## config.mk

```make
export PLATFORM = sky130hd
export DESIGN_NAME = ptpm_res_queue
export DESIGN_NICKNAME = d
export VERILOG_FILES = /design/src/design/ptpm_pkg.sv /design/src/design/ptpm_res_queue.sv
export SDC_FILE = /design/constraint.sdc
export NUM_CORES = 1
export LEC_CHECK = 0
export BUFFER_PORTS_ARGS = -buffer_cell sky130_fd_sc_hd__buf_2
export CORE_MARGIN = 5
export CORE_UTILIZATION = 35
export CTS_CLUSTER_SIZE = 12
export DETAILED_ROUTE_END_ITERATION = 10
export PLACE_DENSITY = 0.64
export SLEW_MARGIN = 20
export SYNTH_ARGS = -nofsm -noshare
export SYNTH_HDL_FRONTEND = slang
export SYNTH_SLANG_ARGS = --single-unit
export TNS_END_PERCENT = 10
```

## constraint.sdc

```tcl
create_clock -name clk -period 1.4 [get_ports clk]
set_input_delay 0.14 -clock clk [delete_from_list [all_inputs] [get_ports clk]]
set_output_delay 0.14 -clock clk [all_outputs]
set_load 0.01 [all_outputs]
```

## src/design/ptpm_pkg.sv

```systemverilog
`timescale 1ns / 1ps
// ============================================================================
// ptpm_pkg
// Shared types and constants of the pulse timing pattern matcher: transaction
// structs, command classes, opcodes and the execution state encoding.
// ============================================================================
package ptpm_pkg;

    localparam int NUM_PATTERNS_DEF = 8;
    localparam int MAX_WORDS_DEF    = 64;
    localparam int TIMING_BITS_DEF  = 16;

    localparam logic [1:0] OP_EDGE  = 2'd0;
    localparam logic [1:0] OP_WRITE = 2'd1;
    localparam logic [1:0] OP_CLEAR = 2'd2;
    localparam logic [1:0] OP_NONE  = 2'd3;

    typedef enum logic [1:0] {
        CMD_EDGE,
        CMD_WRITE,
        CMD_CLEAR,
        CMD_NOP
    } cmd_kind_t;

    typedef enum logic {
        BK_DISPATCH,
        BK_MATCH
    } back_state_t;

    typedef struct packed {
        logic [1:0]  opcode;
        logic [31:0] edge_time;
        logic [2:0]  pattern_sel;
        logic [5:0]  word_position;
        logic [15:0] low_bound;
        logic [15:0] high_bound;
        logic        last_word;
    } in_item_t;

    typedef struct packed {
        logic [7:0] detected_mask;
        logic       accepted;
    } out_item_t;

    typedef struct packed {
        cmd_kind_t   kind;
        logic [31:0] edge_time;
        logic [2:0]  pattern_sel;
        logic [5:0]  word_position;
        logic [15:0] low_bound;
        logic [15:0] high_bound;
        logic        last_word;
    } cmd_t;

endpackage

```

## src/design/ptpm_res_queue.sv

```systemverilog
`timescale 1ns / 1ps
// ============================================================================
// ptpm_res_queue
// Two-entry result queue that decouples the execution unit from the consumer.
// ============================================================================
module ptpm_res_queue (
    input  logic                clk,
    input  logic                rst_n,
    input  logic                put,
    input  ptpm_pkg::out_item_t put_item,
    output logic                full,
    output logic                empty,
    input  logic                pop,
    output ptpm_pkg::out_item_t result
);
    import ptpm_pkg::*;

    out_item_t  slot_reg [2];
    logic       wr_ptr_reg;
    logic       wr_ptr_next;
    logic       rd_ptr_reg;
    logic       rd_ptr_next;
    logic [1:0] count_reg;
    logic [1:0] count_next;
    logic       in_fire;
    logic       out_fire;

    assign full     = (count_reg == 2'd2);
    assign empty    = (count_reg == 2'd0);
    assign result   = slot_reg[rd_ptr_reg];
    assign in_fire  = put && !full;
    assign out_fire = pop && !empty;

    always_comb
    begin
        wr_ptr_next = in_fire ? !wr_ptr_reg : wr_ptr_reg;
        rd_ptr_next = out_fire ? !rd_ptr_reg : rd_ptr_reg;
        unique case ({in_fire, out_fire})
            2'b10:   count_next = count_reg + 2'd1;
            2'b01:   count_next = count_reg - 2'd1;
            default: count_next = count_reg;
        endcase
    end

    always_ff @(posedge clk or negedge rst_n)
    begin
        if (!rst_n)
        begin
            wr_ptr_reg <= 1'b0;
            rd_ptr_reg <= 1'b0;
            count_reg  <= 2'd0;
        end
        else
        begin
            wr_ptr_reg <= wr_ptr_next;
            rd_ptr_reg <= rd_ptr_next;
            count_reg  <= count_next;
        end
    end

    always_ff @(posedge clk)
    begin
        if (in_fire)
        begin
            slot_reg[wr_ptr_reg] <= put_item;
        end
    end

`ifndef SYNTHESIS
    a_fill_to_full: assert property (@(posedge clk) disable iff (!rst_n)
        in_fire && !out_fire && (count_reg == 2'd1) |=> full)
        else $error("result queue count out of step");
`endif

endmodule

```

Word level (Yosys, flattened, before mapping) --
Memory sizes are Yosys's and may differ from the RTL's. Cells that the tools add are included.
Cells by class: $add $sub $neg 2, equal/unequal tests 3, muxes and demuxes 3, reductions and logical operators 8
Operators with widths (count):
- $eq 2x2->1 const B | 2
- $logic_not 1->1 | 4
- $pmux 2 s2 | 1
- $add 2x1->2 const B | 1
- $eq 2x1->1 const B | 1
- $logic_and 1x1->1 | 2
- $logic_not 2->1 | 1
- $mux 1 | 2
- $reduce_bool 2->1 | 1
- $sub 2x1->2 const B | 1
Word-level totals: flip-flop bits (word level) 4, bits in writable memories 18, bits of input ports 13, output and inout port bits 11, logic and storage cells 20, memories kept 1
Memories:
- slot_reg | depth 2, width 9, read ports 1, clocked after Yosys merged registers in 0, wr ports 1, line ptpm_res_queue.sv:18 | out_item_t slot_reg [2];

Logic depth before layout (Yosys ltp) --
depth after elaboration 5, gate-level depth with buffers 6, gate-level depth less buffers 6

Least setup slack after synthesis --
OpenSTA, ideal clock, no wires.
path kind reg2reg, start reg count_reg[0], end mem slot_reg[0][0] in the netlist's numbering, enable pin, setup time 0.374 ns, data arrival time 1.042 ns, required time 1.026 ns, setup slack -0.016 ns, stages on the path, launching flop included 4, path buffers 0, period minus slack after synthesis 1.416 ns, cell sequence dfrtp_1 nand2b_1 nand2_1 nor2_1
On the way: word-level cells in the longest chain between the ends 5
RTL lines:
- start, declared | line ptpm_res_queue.sv:23 | logic [1:0] count_reg;
- start signal, assigned | line ptpm_res_queue.sv:57 | count_reg <= count_next;
- $eq 2x2->1 | line ptpm_res_queue.sv:28 | assign full = (count_reg == 2'd2);
- $logic_not 1->1 | line ptpm_res_queue.sv:31 | assign in_fire = put && !full;
- $logic_and 1x1->1 | line ptpm_res_queue.sv:31
- $mux 1 | line ptpm_res_queue.sv:63 | if (in_fire)
- $mux 1 (implied by the code) | line ptpm_res_queue.sv:65 | slot_reg[wr_ptr_reg] <= put_item;
- end, declared | line ptpm_res_queue.sv:18
No other way between the ends.

==> metrics.txt <==
mean instance size in the synthesized netlist about 18 sq um; count of input and output buffers 23; most common cell after layout, fill and taps aside edfxtp_1; number of H-tree branching levels 1; list of cells traversed by the critical path buf_6 -> mux2_4 -> buf_6; global route overflow 0; Netlist Area Pre-Place 843.3 sq um; Cells after Synth 46; number of nets in the layout between 90 and 100; routed wirelength normalized by instance count ~14 um; slew at the pin with the worst max-slew slack 0.4128 ns; CTS max path bufs 2; share of post-route cells with drive strength above 1 between 60% and 70%; required time of the critical path 1.26 ns; Antenna Violating Nets Remaining 0; sequential-to-total area share from yosys stat around three quarters; RePlAce Congestion 0.6823; I/O pins 24; max capacitance violation total 0; ratio of total power to cell area slightly above 2000 nW/um^2; commonest non-fill, non-tap cells in the layout edfxtp_1 (18), buf_2 (14), buf_6 (11); top cell type's share of synthesized area between 60% and 70%; Worst setup EP type output port; pin count of the biggest net entering global routing 13; First DRT Iteration DRCs 4; CTS tree done; WL final roughly 1500 um; buffer type at the clock tree root clkbuf_4; synth warn 0; Fillers approximately 200; post-detailed-placement half-perimeter wirelength about 1000 um; diode count 0; Leakage Power 0.4812 nW; total power between 2 and 2.5 mW; clock transition time at the flip-flop clock pins of the worst setup and hold paths approximately 0.11 ns; sum of buffers and inverters on the critical path 2; timing-limited maximum frequency roughly 700 MHz; Die Height 59.09 um; Crit path top cell by count buf_6; global-route wire length before repair around 2200 um; period utilisation layout 101.3%; dominant cells by area after synthesis edfxtp_1 (64%), mux2_2 (12%), dfrtp_1 (12%); total DRC errors in the routed layout 0; class of the most critical setup path flip-flop to output port; antenna violations before repair 0; worst clock skew on the final layout approximately 0.0024 ns; total track usage under 10%; number of synthesized register bits 22; post-DR vias/cell around 4.5; length of the first detailed-routing pass in iterations 2; highest cell delay on the worst timing path roughly 0.43 ns; largest area contributor in the netlist edfxtp_1; Area Overhead vs Synth 39.17%; clock sink count 22; Worst Hold Slack about 0.030 ns; final core occ a little over half; Initial Util between 30% and 40%; Min Clock Period, post-route between 1 and 1.5 ns; post-placement worst setup slack around 0.0092 ns; slowest stage cell on the critical path dfrtp_2; final count of hold timing violations 0; final worst slack -0.01880 ns; Hold WC Path Type input port to flip-flop; core outline area about 2300 sq um; WP data arrival around 1.3 ns; run status finished with violations; insertion delay of the later-clocked pin in the worst-skew pair slightly below 0.3 ns; detailed-route via count about 490; die area ~3500 sq um; CP delay by family, top flip-flops; flip-flop count of the largest register after layout 18; slew margin rel. ~72%; count of different cell masters after synthesis 13; Placement Rows 17; kind of launch point of the worst setup path flip-flop; final setup violation count 9; unrepaired setup endpoints after global routing yes; worst vdd rail ir drop 1.200 mV; Num CTS Buffers 3; maximum fanout count along the critical path 5; max-slew violation count 0; Synth Net Count 60; violations in the final reports negative setup slack; Die X-Extent 59.09 um; vias in the first global route approximately 520; Setup TNS Final -0.06808 ns
-- report_power, final --
part           switching (mW)  internal [mW]
Sequential             0.0910          0.916
Clock                   0.172          0.104
Combinational           0.468          0.658
-- per-stage QoR --
step / cells / instance area, sq um
2_1_floorplan: 46 / 845.8
6_report: 109 / 1174
5_1_grt: 109 / 1174
4_1_cts: 107 / 1142
3_3_place_gp: 99 / 1013
3_5_place_dp: 99 / 1013
-- worst paths after layout --
path	cells after the start	to	slack [ns]	startpoint
max in group asynchronous	2	rd_ptr_reg	1.11	rst_n
worst max-delay path	3	result[6]	-0.02	rd_ptr_reg
worst min-delay path	1	slot_reg[0][5]	0.03	put_item[5]
min in group asynchronous	2	count_reg[1]	0.16	rst_n
worst max register to register	6	count_reg[1]	0.03	count_reg[1]
worst min register to register	1	wr_ptr_reg	0.54	wr_ptr_reg
-- per-layer routing --
layer	GRT usage [%]	wire length, um	vias up
met4	1.942	0	0
met2	15.62	768	14
met5	0	0	-
met3	2.832	102	0
li1	-	-	236
met1	9.890	619	238
-- synth_stat cells --
cell type	number
dfrtp_1	4
xor2_1	2
inv_1	1
xnor2_1	3
and3_1	1
ha_1	1
nand2_1	1
buf_2	1
nand2b_1	1
nor2_1	3
edfxtp_1	18
nor2b_2	1
mux2_2	9
-- timing repair --
item,in CTS,in global routing
pin swaps,0,3
buffers inserted,3,2
hold buffers,1,0
endpoints found under the hold margin,4,0
cloned,0,0
setup endpoints to repair,10,10
resized for setup,15,4
-- worst register-to-register path, delay by kind of cell (launching register included) --
| family | cells | cell delay (ns) |
|---|---|---|
| simple gates | 3 | 0.29 |
| xor+xnor | 2 | 0.35 |
| flops | 1 | 0.46 |
| fa+ha+maj | 1 | 0.17 |
-- final cells by class --
class                           instances  area [sq um]  share of cell area (%)
Clock inverter                          1         3.754                  0.3198
Tap cell                               28         35.03                   2.985
Sequential cell                        22         641.9                   54.69
Inverter                                1         3.754                  0.3198
Multi-Input combinational cell         22         217.7                   18.55
Timing Repair Buffer                   32         249.0                   21.22
Clock buffer                            3         22.52                   1.919
-- kinds of logic (layout without fill, tap and decap cells) --
| group | after synthesis | in the layout | synth area share, % |
|---|---|---|---|
| flops | 22 | 22 | 75.97 |
| xor+xnor | 5 | 5 | 5.194 |
| buf+inv | 2 | 37 | 1.038 |
| mux | 9 | 9 | 12.02 |
| simple gates | 7 | 7 | 4.303 |
| fa+ha+maj | 1 | 1 | 1.483 |
(Power assumes the default switching activity.)
