File: config.mk
export PLATFORM = sky130hd
export DESIGN_NAME = ptpm_front
export DESIGN_NICKNAME = d
export VERILOG_FILES = /design/src/design/ptpm_pkg.sv /design/src/design/ptpm_front.sv
export SDC_FILE = /design/constraint.sdc
export NUM_CORES = 1
export LEC_CHECK = 0
export BUFFER_PORTS_ARGS = -buffer_cell sky130_fd_sc_hd__buf_2
export CAP_MARGIN = 5
export CORE_UTILIZATION = 45
export CTS_CLUSTER_DIAMETER = 60
export DETAILED_ROUTE_END_ITERATION = 10
export PLACE_DENSITY = 0.7
export SETUP_SLACK_MARGIN = 0.1
export SYNTH_ARGS = -nofsm -noshare
export SYNTH_HDL_FRONTEND = slang
export SYNTH_SLANG_ARGS = --single-unit
File: constraint.sdc
create_clock -name clk -period 4.7 [get_ports clk]
set_input_delay 0.47 -clock clk [delete_from_list [all_inputs] [get_ports clk]]
set_output_delay 0.47 -clock clk [all_outputs]
set_load 0.03 [all_outputs]
File: src/design/ptpm_pkg.sv
`timescale 1ns / 1ps
// ============================================================================
// ptpm_pkg
// Shared types and constants of the pulse timing pattern matcher: transaction
// structs, command classes, opcodes and the execution state encoding.
// ============================================================================
package ptpm_pkg;

    localparam int NUM_PATTERNS_DEF = 8;
    localparam int MAX_WORDS_DEF    = 64;
    localparam int TIMING_BITS_DEF  = 16;

    localparam logic [1:0] OP_EDGE  = 2'd0;
    localparam logic [1:0] OP_WRITE = 2'd1;
    localparam logic [1:0] OP_CLEAR = 2'd2;
    localparam logic [1:0] OP_NONE  = 2'd3;

    typedef enum logic [1:0] {
        CMD_EDGE,
        CMD_WRITE,
        CMD_CLEAR,
        CMD_NOP
    } cmd_kind_t;

    typedef enum logic {
        BK_DISPATCH,
        BK_MATCH
    } back_state_t;

    typedef struct packed {
        logic [1:0]  opcode;
        logic [31:0] edge_time;
        logic [2:0]  pattern_sel;
        logic [5:0]  word_position;
        logic [15:0] low_bound;
        logic [15:0] high_bound;
        logic        last_word;
    } in_item_t;

    typedef struct packed {
        logic [7:0] detected_mask;
        logic       accepted;
    } out_item_t;

    typedef struct packed {
        cmd_kind_t   kind;
        logic [31:0] edge_time;
        logic [2:0]  pattern_sel;
        logic [5:0]  word_position;
        logic [15:0] low_bound;
        logic [15:0] high_bound;
        logic        last_word;
    } cmd_t;

endpackage

File: src/design/ptpm_front.sv
`timescale 1ns / 1ps
// ============================================================================
// ptpm_front
// Accepts input transactions, classifies them into commands (out-of-range
// writes become no-ops) and holds them in a two-entry command queue.
// ============================================================================
module ptpm_front #(
    parameter int NUM_PATTERNS = 8,
    parameter int MAX_WORDS    = 64
) (
    input  logic               clk,
    input  logic               rst_n,
    input  logic               push,
    output logic               full,
    input  ptpm_pkg::in_item_t command,
    output logic               cmd_valid,
    input  logic               cmd_pop,
    output ptpm_pkg::cmd_t     cmd
);
    import ptpm_pkg::*;

    cmd_t       cmd_in;
    cmd_t       slot_reg [2];
    logic       wr_ptr_reg;
    logic       wr_ptr_next;
    logic       rd_ptr_reg;
    logic       rd_ptr_next;
    logic [1:0] count_reg;
    logic [1:0] count_next;
    logic       in_fire;
    logic       out_fire;
    logic       in_range;

    assign in_range = (4'({1'b0, command.pattern_sel}) < 4'(NUM_PATTERNS))
                   && (7'(command.word_position) < 7'(MAX_WORDS));

    always_comb
    begin
        cmd_in.edge_time     = command.edge_time;
        cmd_in.pattern_sel   = command.pattern_sel;
        cmd_in.word_position = command.word_position;
        cmd_in.low_bound     = command.low_bound;
        cmd_in.high_bound    = command.high_bound;
        cmd_in.last_word     = command.last_word;
        unique case (command.opcode)
            OP_EDGE:  cmd_in.kind = CMD_EDGE;
            OP_WRITE: cmd_in.kind = in_range ? CMD_WRITE : CMD_NOP;
            OP_CLEAR: cmd_in.kind = CMD_CLEAR;
            OP_NONE:  cmd_in.kind = CMD_NOP;
            default:  cmd_in.kind = CMD_NOP;
        endcase
    end

    assign full      = (count_reg == 2'd2);
    assign cmd_valid = (count_reg != 2'd0);
    assign cmd       = slot_reg[rd_ptr_reg];
    assign in_fire   = push && !full;
    assign out_fire  = cmd_pop && cmd_valid;

    always_comb
    begin
        wr_ptr_next = in_fire ? !wr_ptr_reg : wr_ptr_reg;
        rd_ptr_next = out_fire ? !rd_ptr_reg : rd_ptr_reg;
        unique case ({in_fire, out_fire})
            2'b10:   count_next = count_reg + 2'd1;
            2'b01:   count_next = count_reg - 2'd1;
            default: count_next = count_reg;
        endcase
    end

    always_ff @(posedge clk or negedge rst_n)
    begin
        if (!rst_n)
        begin
            wr_ptr_reg <= 1'b0;
            rd_ptr_reg <= 1'b0;
            count_reg  <= 2'd0;
        end
        else
        begin
            wr_ptr_reg <= wr_ptr_next;
            rd_ptr_reg <= rd_ptr_next;
            count_reg  <= count_next;
        end
    end

    always_ff @(posedge clk)
    begin
        if (in_fire)
        begin
            slot_reg[wr_ptr_reg] <= cmd_in;
        end
    end

`ifndef SYNTHESIS
    a_head_after_push: assert property (@(posedge clk) disable iff (!rst_n)
        in_fire && (count_reg == 2'd0) |=> cmd_valid)
        else $error("command queue lost a transaction");
`endif

endmodule

# ---- Yosys cells after proc, flatten, opt, wreduce, memory -nomap -nowiden
# Memories as Yosys holds them, arrays and structs flattened.
# Cells that the tools add are included.
dict set report op_classes {
  add_sub_neg 2
  eq_ne 6
  muxes 4
  n_reduce_logical 8
}
# op n
set ops {}
lappend ops {{2-bit == test (second input constant)} 4}
lappend ops {{2-bit case mux with 4 select lines} 1}
lappend ops {{2-bit by 1-bit == test with 1-bit output (second input constant)} 2}
lappend ops {{2-bit case mux with 2 select lines} 1}
lappend ops {{2-bit nonzero test} 2}
lappend ops {{1-bit zero test} 3}
lappend ops {{2-bit by 1-bit adder with 2-bit output (second input constant)} 1}
lappend ops {{1-bit logical AND} 2}
lappend ops {{2-bit zero test} 1}
lappend ops {{1-bit two-way mux} 2}
lappend ops {{2-bit by 1-bit subtractor with 2-bit output (second input constant)} 1}
dict set report totals {
  reg_bits 4
  mem_bits_rw 152
  input_bits 80
  out_inout_bits 78
  wordCells 24
  memories 1
}
# memory words word_bits read_ports rd_clocked_by_memory_dff write_ports line_no
set mem_list {}
lappend mem_list {slot_reg 2 76 1 0 1 ptpm_front.sv:23} ;# cmd_t slot_reg [2];

# ---- Longest topological paths before layout
# Gate-level depths: netlist (run 1).
dict set report depth {
  depth_word 5
  ltp_mapped 6
  mapped_depth_nobuf 6
}

# ---- Least setup slack after synthesis (run 1)
# No wires, ideal clock.
dict set report synth_timing {
  path_kind {register -> register}
  start {reg count_reg[0]}
  end {mem slot_reg[0][0] (netlist name), enable pin}
  arrival_ns 3.801
  t_required_ns 4.189
  slack_ns 0.389
  path_stages_with_launch 4
  n_path_buf 0
  synth_period_minus_slack_ns 4.311
  path_cell_list {dfrtp_1 > nand2b_1 > nand2_1 > nor2_1}
}
dict set report synth_between {
  elab_chain_len 5
}
# item line_no
set synth_rtl {}
lappend synth_rtl {{start: declaration} ptpm_front.sv:28} ;# logic [1:0] count_reg;
lappend synth_rtl {{start signal: assignment} ptpm_front.sv:83} ;# count_reg <= count_next;
lappend synth_rtl {{2-bit == test} ptpm_front.sv:54} ;# assign full = (count_reg == 2'd2);
lappend synth_rtl {{1-bit zero test} ptpm_front.sv:57} ;# assign in_fire = push && !full;
lappend synth_rtl {{1-bit logical AND} ptpm_front.sv:57}
lappend synth_rtl {{1-bit two-way mux} ptpm_front.sv:89} ;# if (in_fire)
lappend synth_rtl {{1-bit two-way mux (not written as such)} ptpm_front.sv:91} ;# slot_reg[wr_ptr_reg] <= cmd_in;
lappend synth_rtl {{end: declaration} ptpm_front.sv:23}
# No other way between the ends.

==> results of run 1 <==
[repair_timing]
item                       CTS  global route
setup endpoints to repair    0             0
hold buffers                 1             0
hold endpoints to repair     4             0
[power by group through the flow]
stage	Clock [mW]	Combinational, mW	Sequential, mW
2_1_floorplan	0	1.45	2.01
3_3_place_gp	0	1.69	2.15
3_5_place_dp	0	1.70	2.17
4_1_cts	1.53	1.71	2.14
5_1_grt	1.58	1.78	2.17
6_report	1.50	1.68	2.13
[cells in the mapped netlist]
| library cell | n | area share |
|---|---|---|
| ha_1 | 1 | 0.0021 |
| and2_1 | 1 | 0.0011 |
| mux2_2 | 46 | 0.089 |
| or2_2 | 1 | 0.0011 |
| nand2b_1 | 1 | 0.0011 |
| and3_1 | 1 | 0.0011 |
| edfxtp_1 | 152 | 0.78 |
| buf_2 | 4 | 0.0034 |
| xor2_1 | 2 | 0.0030 |
| buf_6 | 2 | 0.0039 |
| xnor2_1 | 3 | 0.0045 |
| inv_1 | 1 | 0.00064 |
| nand2_1 | 1 | 0.00064 |
| dfrtp_1 | 4 | 0.017 |
| buf_8 | 3 | 0.0077 |
| mux2_4 | 30 | 0.077 |
| clkbuf_1 | 2 | 0.0013 |
| nor2_1 | 2 | 0.0013 |
[placed cells by master, fill, tap and decap left out, types with 2 or more instances in the layout]
master	count
clkbuf_16	17
clkinvlp_4	2
xor2_1	2
bufinv_16	6
buf_2	157
clkinv_1	3
dfrtp_1	3
xnor2_1	3
edfxtp_1	152
mux2_2	46
mux2_4	30
buf_4	2
clkbuf_1	2
[metrics by stage]
| stage | instances | instance area (um^2) | util | worst slack [ps] | hold slack, ps |
|---|---|---|---|---|---|
| after CTS | 610 | 7420 | 0.588 | 1870 | 221 |
| after global placement | 577 | 6760 | 0.536 | 2320 | 277 |
| after detailed placement | 577 | 6760 | 0.536 | 2310 | 278 |
| after floorplan | 257 | 5820 | - | 389 | 174 |
| after global routing | 610 | 7420 | 0.588 | 1800 | 220 |
| final | 610 | 7420 | 0.588 | 1900 | 242 |
[cells by family (layout without fill, tap and decap cells)]
| family | count (synthesis) | after routing | share of synthesized area |
|---|---|---|---|
| xor gates and xnor gates | 5 | 5 | 0.00752 |
| adders and majority gates | 1 | 1 | 0.00215 |
| buffers and inverters | 12 | 193 | 0.0170 |
| DFF | 156 | 156 | 0.801 |
| muxes | 76 | 76 | 0.166 |
| and+or+nand+nor | 7 | 7 | 0.00623 |
[metal layers]
layer,part of all wire,track usage
met1,0.43,0.178
met3,0.075,0.0601
met5,0,0
met2,0.48,0.231
met4,0.013,0.0692
[cell type report]
type                    instances  area (um^2)
flip-flops and latches        156         4670
fillers                      1007         5190
clock buffers                  19          433
repair buffers                160          811
inverters                       1         3.75
multi-input cells              89         1070
clock inverters                13          220
well taps                     172          215
[worst paths after layout]
path | startpoint | endpoint | slack (ps) | cells after the start
max in group asynchronous | rst_n | rd_ptr_reg | 4170 | 2
hold / removal | command[28] | slot_reg[0][28] | 240 | 1
setup reg to reg | count_reg[0] | slot_reg[0][0] | 2420 | 4
setup / recovery | rd_ptr_reg | cmd[19] | 1900 | 2
min in group asynchronous | rst_n | wr_ptr_reg | 400 | 2
hold reg to reg | count_reg[1] | count_reg[1] | 490 | 1
==> impl_metrics.toml, run 1 <==
[cts]
numCtsBuffers = 17
post_cts_resized = 0
clk-insertion-delay-late_ps = 410
root_buffer = "clkbuf_16"
cts_tree = "done"
postCtsSetupRepairBufs = 0
clk_pin_slew_ps = 60
clk_path_buf_depth = 2
htreeDepth = 4
cts_sinks = 156

[power]
p_switching_mw = 1.75
finalPower_mw = 5.31
power_density_nw_per_um2 = 715
peakVddDrop_mv = 0.407
p_leak_nw = 2.88
p_seq_frac = 0.402
combPwrFrac = 0.317
p_sw_frac = 0.330
intPower_mw = 3.56
power_frac_clock = 0.282

[die]
io_pins = 158
design.core.area_um2 = 12600
fp.dieW_um = 116
num_rows = 41
start_util = 0.462
die_h_um = 116
fp.dieArea_um2 = 13400

[yosys]
synth_area_um2 = 5820
synth.avg_cell_area_um2 = 22.7
synth-seq-cells = 156
yosysSeqAreaShare = 0.801
synthCells = 257
syn_nets = 338
synth_warnings = 0
yosysUniqueCellTypes = 18

[placed_design]
hpwl_um = 6000
portBuffers = 157
gp_congestion = 0.658

[sta]
timing.final.crit_share = 0.596
setup_tns_ps = 0
skew_ps = 5.32
max_freq_ghz = 0.357
worst_slew_pin_slew_ps = 1210
finalMaxSlewViolations = 0
slew_headroom = 0.195
rsz0062_at_grt = "no"
min_period_ps = 2800
setup_violations = 0
hold_viol = 0

[worst_setup_path]
cpMaxStageDelayCell = "dfrtp_4"
worst-path-max-fanout = 77
cp_slowest_stage_delay_ps = 1190
required_ps = 4230
path_cells = "mux2_2 -> buf_2"
worst-setup-path-type = "flip-flop to output pin"
crit_family = "flip-flops"
crit_path_start_kind = "flip-flop"
crit_buf_inv = 1
arrival_ps = 2330
worstSetupEndpointType = "output pin"

[cells_and_area]
finalNetCount = 506
num_antenna_cells = 0
drive_gt1_frac = 0.607
largest_register_ffs = 152
areaGrowthSynthToFinish_pct = 27.5

[routing]
post_drt_wl_per_cell_um = 15.9
drt-initial-drc-count = 131
drc = 0
vias_per_cell = 4.77
dr.pass1.iters = 4
ant_nets = 0
via_count = 2907
routed_wl_um = 9680

[grt]
grt_pass1_vias = 2936
grt_max_degree = 78
grt_pass1_wl_um = 14100
antenna_found_initial = 0
grt_usage = 0.147
grt_overflow = 0

[job]
max-cap-violations = 0

[min_path]
hold_path.class = "input port to flip-flop"

[outcome]
status = "completed"
(Power assumes the default switching activity.)
==> inputs of run 2 (changes only) <==
==> constraint.sdc (replaced) <==
create_clock -name clk -period 2.6 [get_ports clk]
set_input_delay 0.26 -clock clk [delete_from_list [all_inputs] [get_ports clk]]
set_output_delay 0.26 -clock clk [all_outputs]
set_load 0.03 [all_outputs]
==> run 2 against run 1 <==
Global-route usage up 0.51 points. Flip-flop and latch count unchanged. First-iteration DRC count grew 6.9%. Sequential power rose by 73%.
==> impl_metrics.toml, run 2 (synthesis gave the netlist of run 1 again) <==
[outcome]
status = "completed"

[sta]
setup_tns_ps = 0
timing.final.crit_share = 0.863
finalMaxSlewViolations = 0
max_freq_ghz = 0.446
rsz0062_at_grt = "no"
min_period_ps = 2240
fin_ws_ps = 356
slew_headroom = 0.609
setup_violations = 0
skew_ps = 7.89
fin_hold_ws_ps = 30.2
worst_slew_pin_slew_ps = 586
hold_viol = 0

[grt]
antenna_found_initial = 0
grt_overflow = 0
grt_pass1_vias = 2993
grt_pass1_wl_um = 14500
grt_usage = 0.152
grt_max_degree = 44

[cells_and_area]
final_cell_count_no_fill = 615
areaGrowthSynthToFinish_pct = 26.6
largest_register_ffs = 152
final_common_cell = "buf_2"
drive_gt1_frac = 0.603
stdcell_area_um2 = 7380
num_antenna_cells = 0
utilization = 0.584
most-common-layout-cells = "buf_2 (157), edfxtp_1 (152), mux2_2 (46)"
finalNetCount = 511

[cts]
clk_pin_slew_ps = 60
cts_tree = "done"
clk_path_buf_depth = 2
root_buffer = "clkbuf_16"
cts_sinks = 156
clk-insertion-delay-late_ps = 410
htreeDepth = 4
numCtsBuffers = 17

[placed_design]
hpwl_um = 6500
place_ws_ps = 777
portBuffers = 157
gp_congestion = 0.671
placed_area_um2 = 6820
placedCellCount = 582

[die]
io_pins = 158
die_h_um = 116
design.core.area_um2 = 12600
start_util = 0.462
fp.dieArea_um2 = 13400
num_rows = 41
fp.dieW_um = 116

[routing]
drt-initial-drc-count = 140
dr.pass1.iters = 4
drc = 0
ant_nets = 0
via_count = 2905
vias_per_cell = 4.72
post_drt_wl_per_cell_um = 16.1
routed_wl_um = 9900

[worst_setup_path]
worst-setup-path-type = "flip-flop to output pin"
cp_slowest_stage_delay_ps = 730
required_ps = 2340
cpMaxStageDelayCell = "dfrtp_4"
arrival_ps = 1980
worstSetupEndpointType = "output pin"
crit_path_start_kind = "flip-flop"
path_cells = "buf_4 -> mux2_2 -> buf_2"
worst-path-max-fanout = 25

[power]
peakVddDrop_mv = 0.533
power_density_nw_per_um2 = 1250
p_leak_nw = 2.86
finalPower_mw = 9.23

[min_path]
hold_path.class = "input port to flip-flop"

[job]
max-cap-violations = 0
[run 2: changes by cell type in the layout (fill, tap and decap cells not counted), sizes merged]
cell and delta:
clkbuf +2, clkinv +4, inv -1, clkinvlp -1, buf +5, bufinv -4
[run 2: layout make-up]
type / count / area [um^2]
clock inverter: 11 / 101
sequential: 156 / 4670
inverter: 1 / 3.75
multi-input combinational: 89 / 1070
fill: 1026 / 5240
clock buffer: 21 / 440
tap: 172 / 215
timing repair buffer: 165 / 873
[run 2: path summary, 6_finish.rpt]
check	from	end	slack (ps)	cells after the start
max in group asynchronous	rst_n	rd_ptr_reg	2250	2
min in group asynchronous	rst_n	count_reg[0]	210	2
setup reg to reg	count_reg[0]	slot_reg[0][68]	930	4
setup / recovery	rd_ptr_reg	cmd[70]	360	3
hold / removal	command[31]	slot_reg[0][31]	30	1
hold reg to reg	count_reg[1]	count_reg[1]	500	1
[run 2: timing repair]
item                                   in CTS  in global routing
endpoints found under the hold margin       4                  0
setup buffers                               0                  0
hold buffers                                1                  0
resized for setup                           0                  0
[run 2: layer usage]
| metal | part of all wire | vias up | track usage |
|---|---|---|---|
| met2 | 0.51 | 105 | 0.255 |
| met3 | 0.075 | 13 | 0.0622 |
| li1 | - | 1363 | - |
| met1 | 0.40 | 1424 | 0.166 |
| met5 | 0 | - | 0 |
| met4 | 0.018 | 0 | 0.0821 |
[run 2: critical path: cells and delay by family, from the launching register on]
family   cells  cell delay, ps
buf+inv      2             480
flops        1             730
mux          1             360
[run 2: power by group]
group          total [mW]  leakage, nW  switching (mW)  internal [mW]
registers            3.69         1.46           0.241           3.45
logic                3.29         1.14            2.04           1.25
clock network        2.25        0.262           0.866           1.39
total                9.23         2.86            3.15           6.08
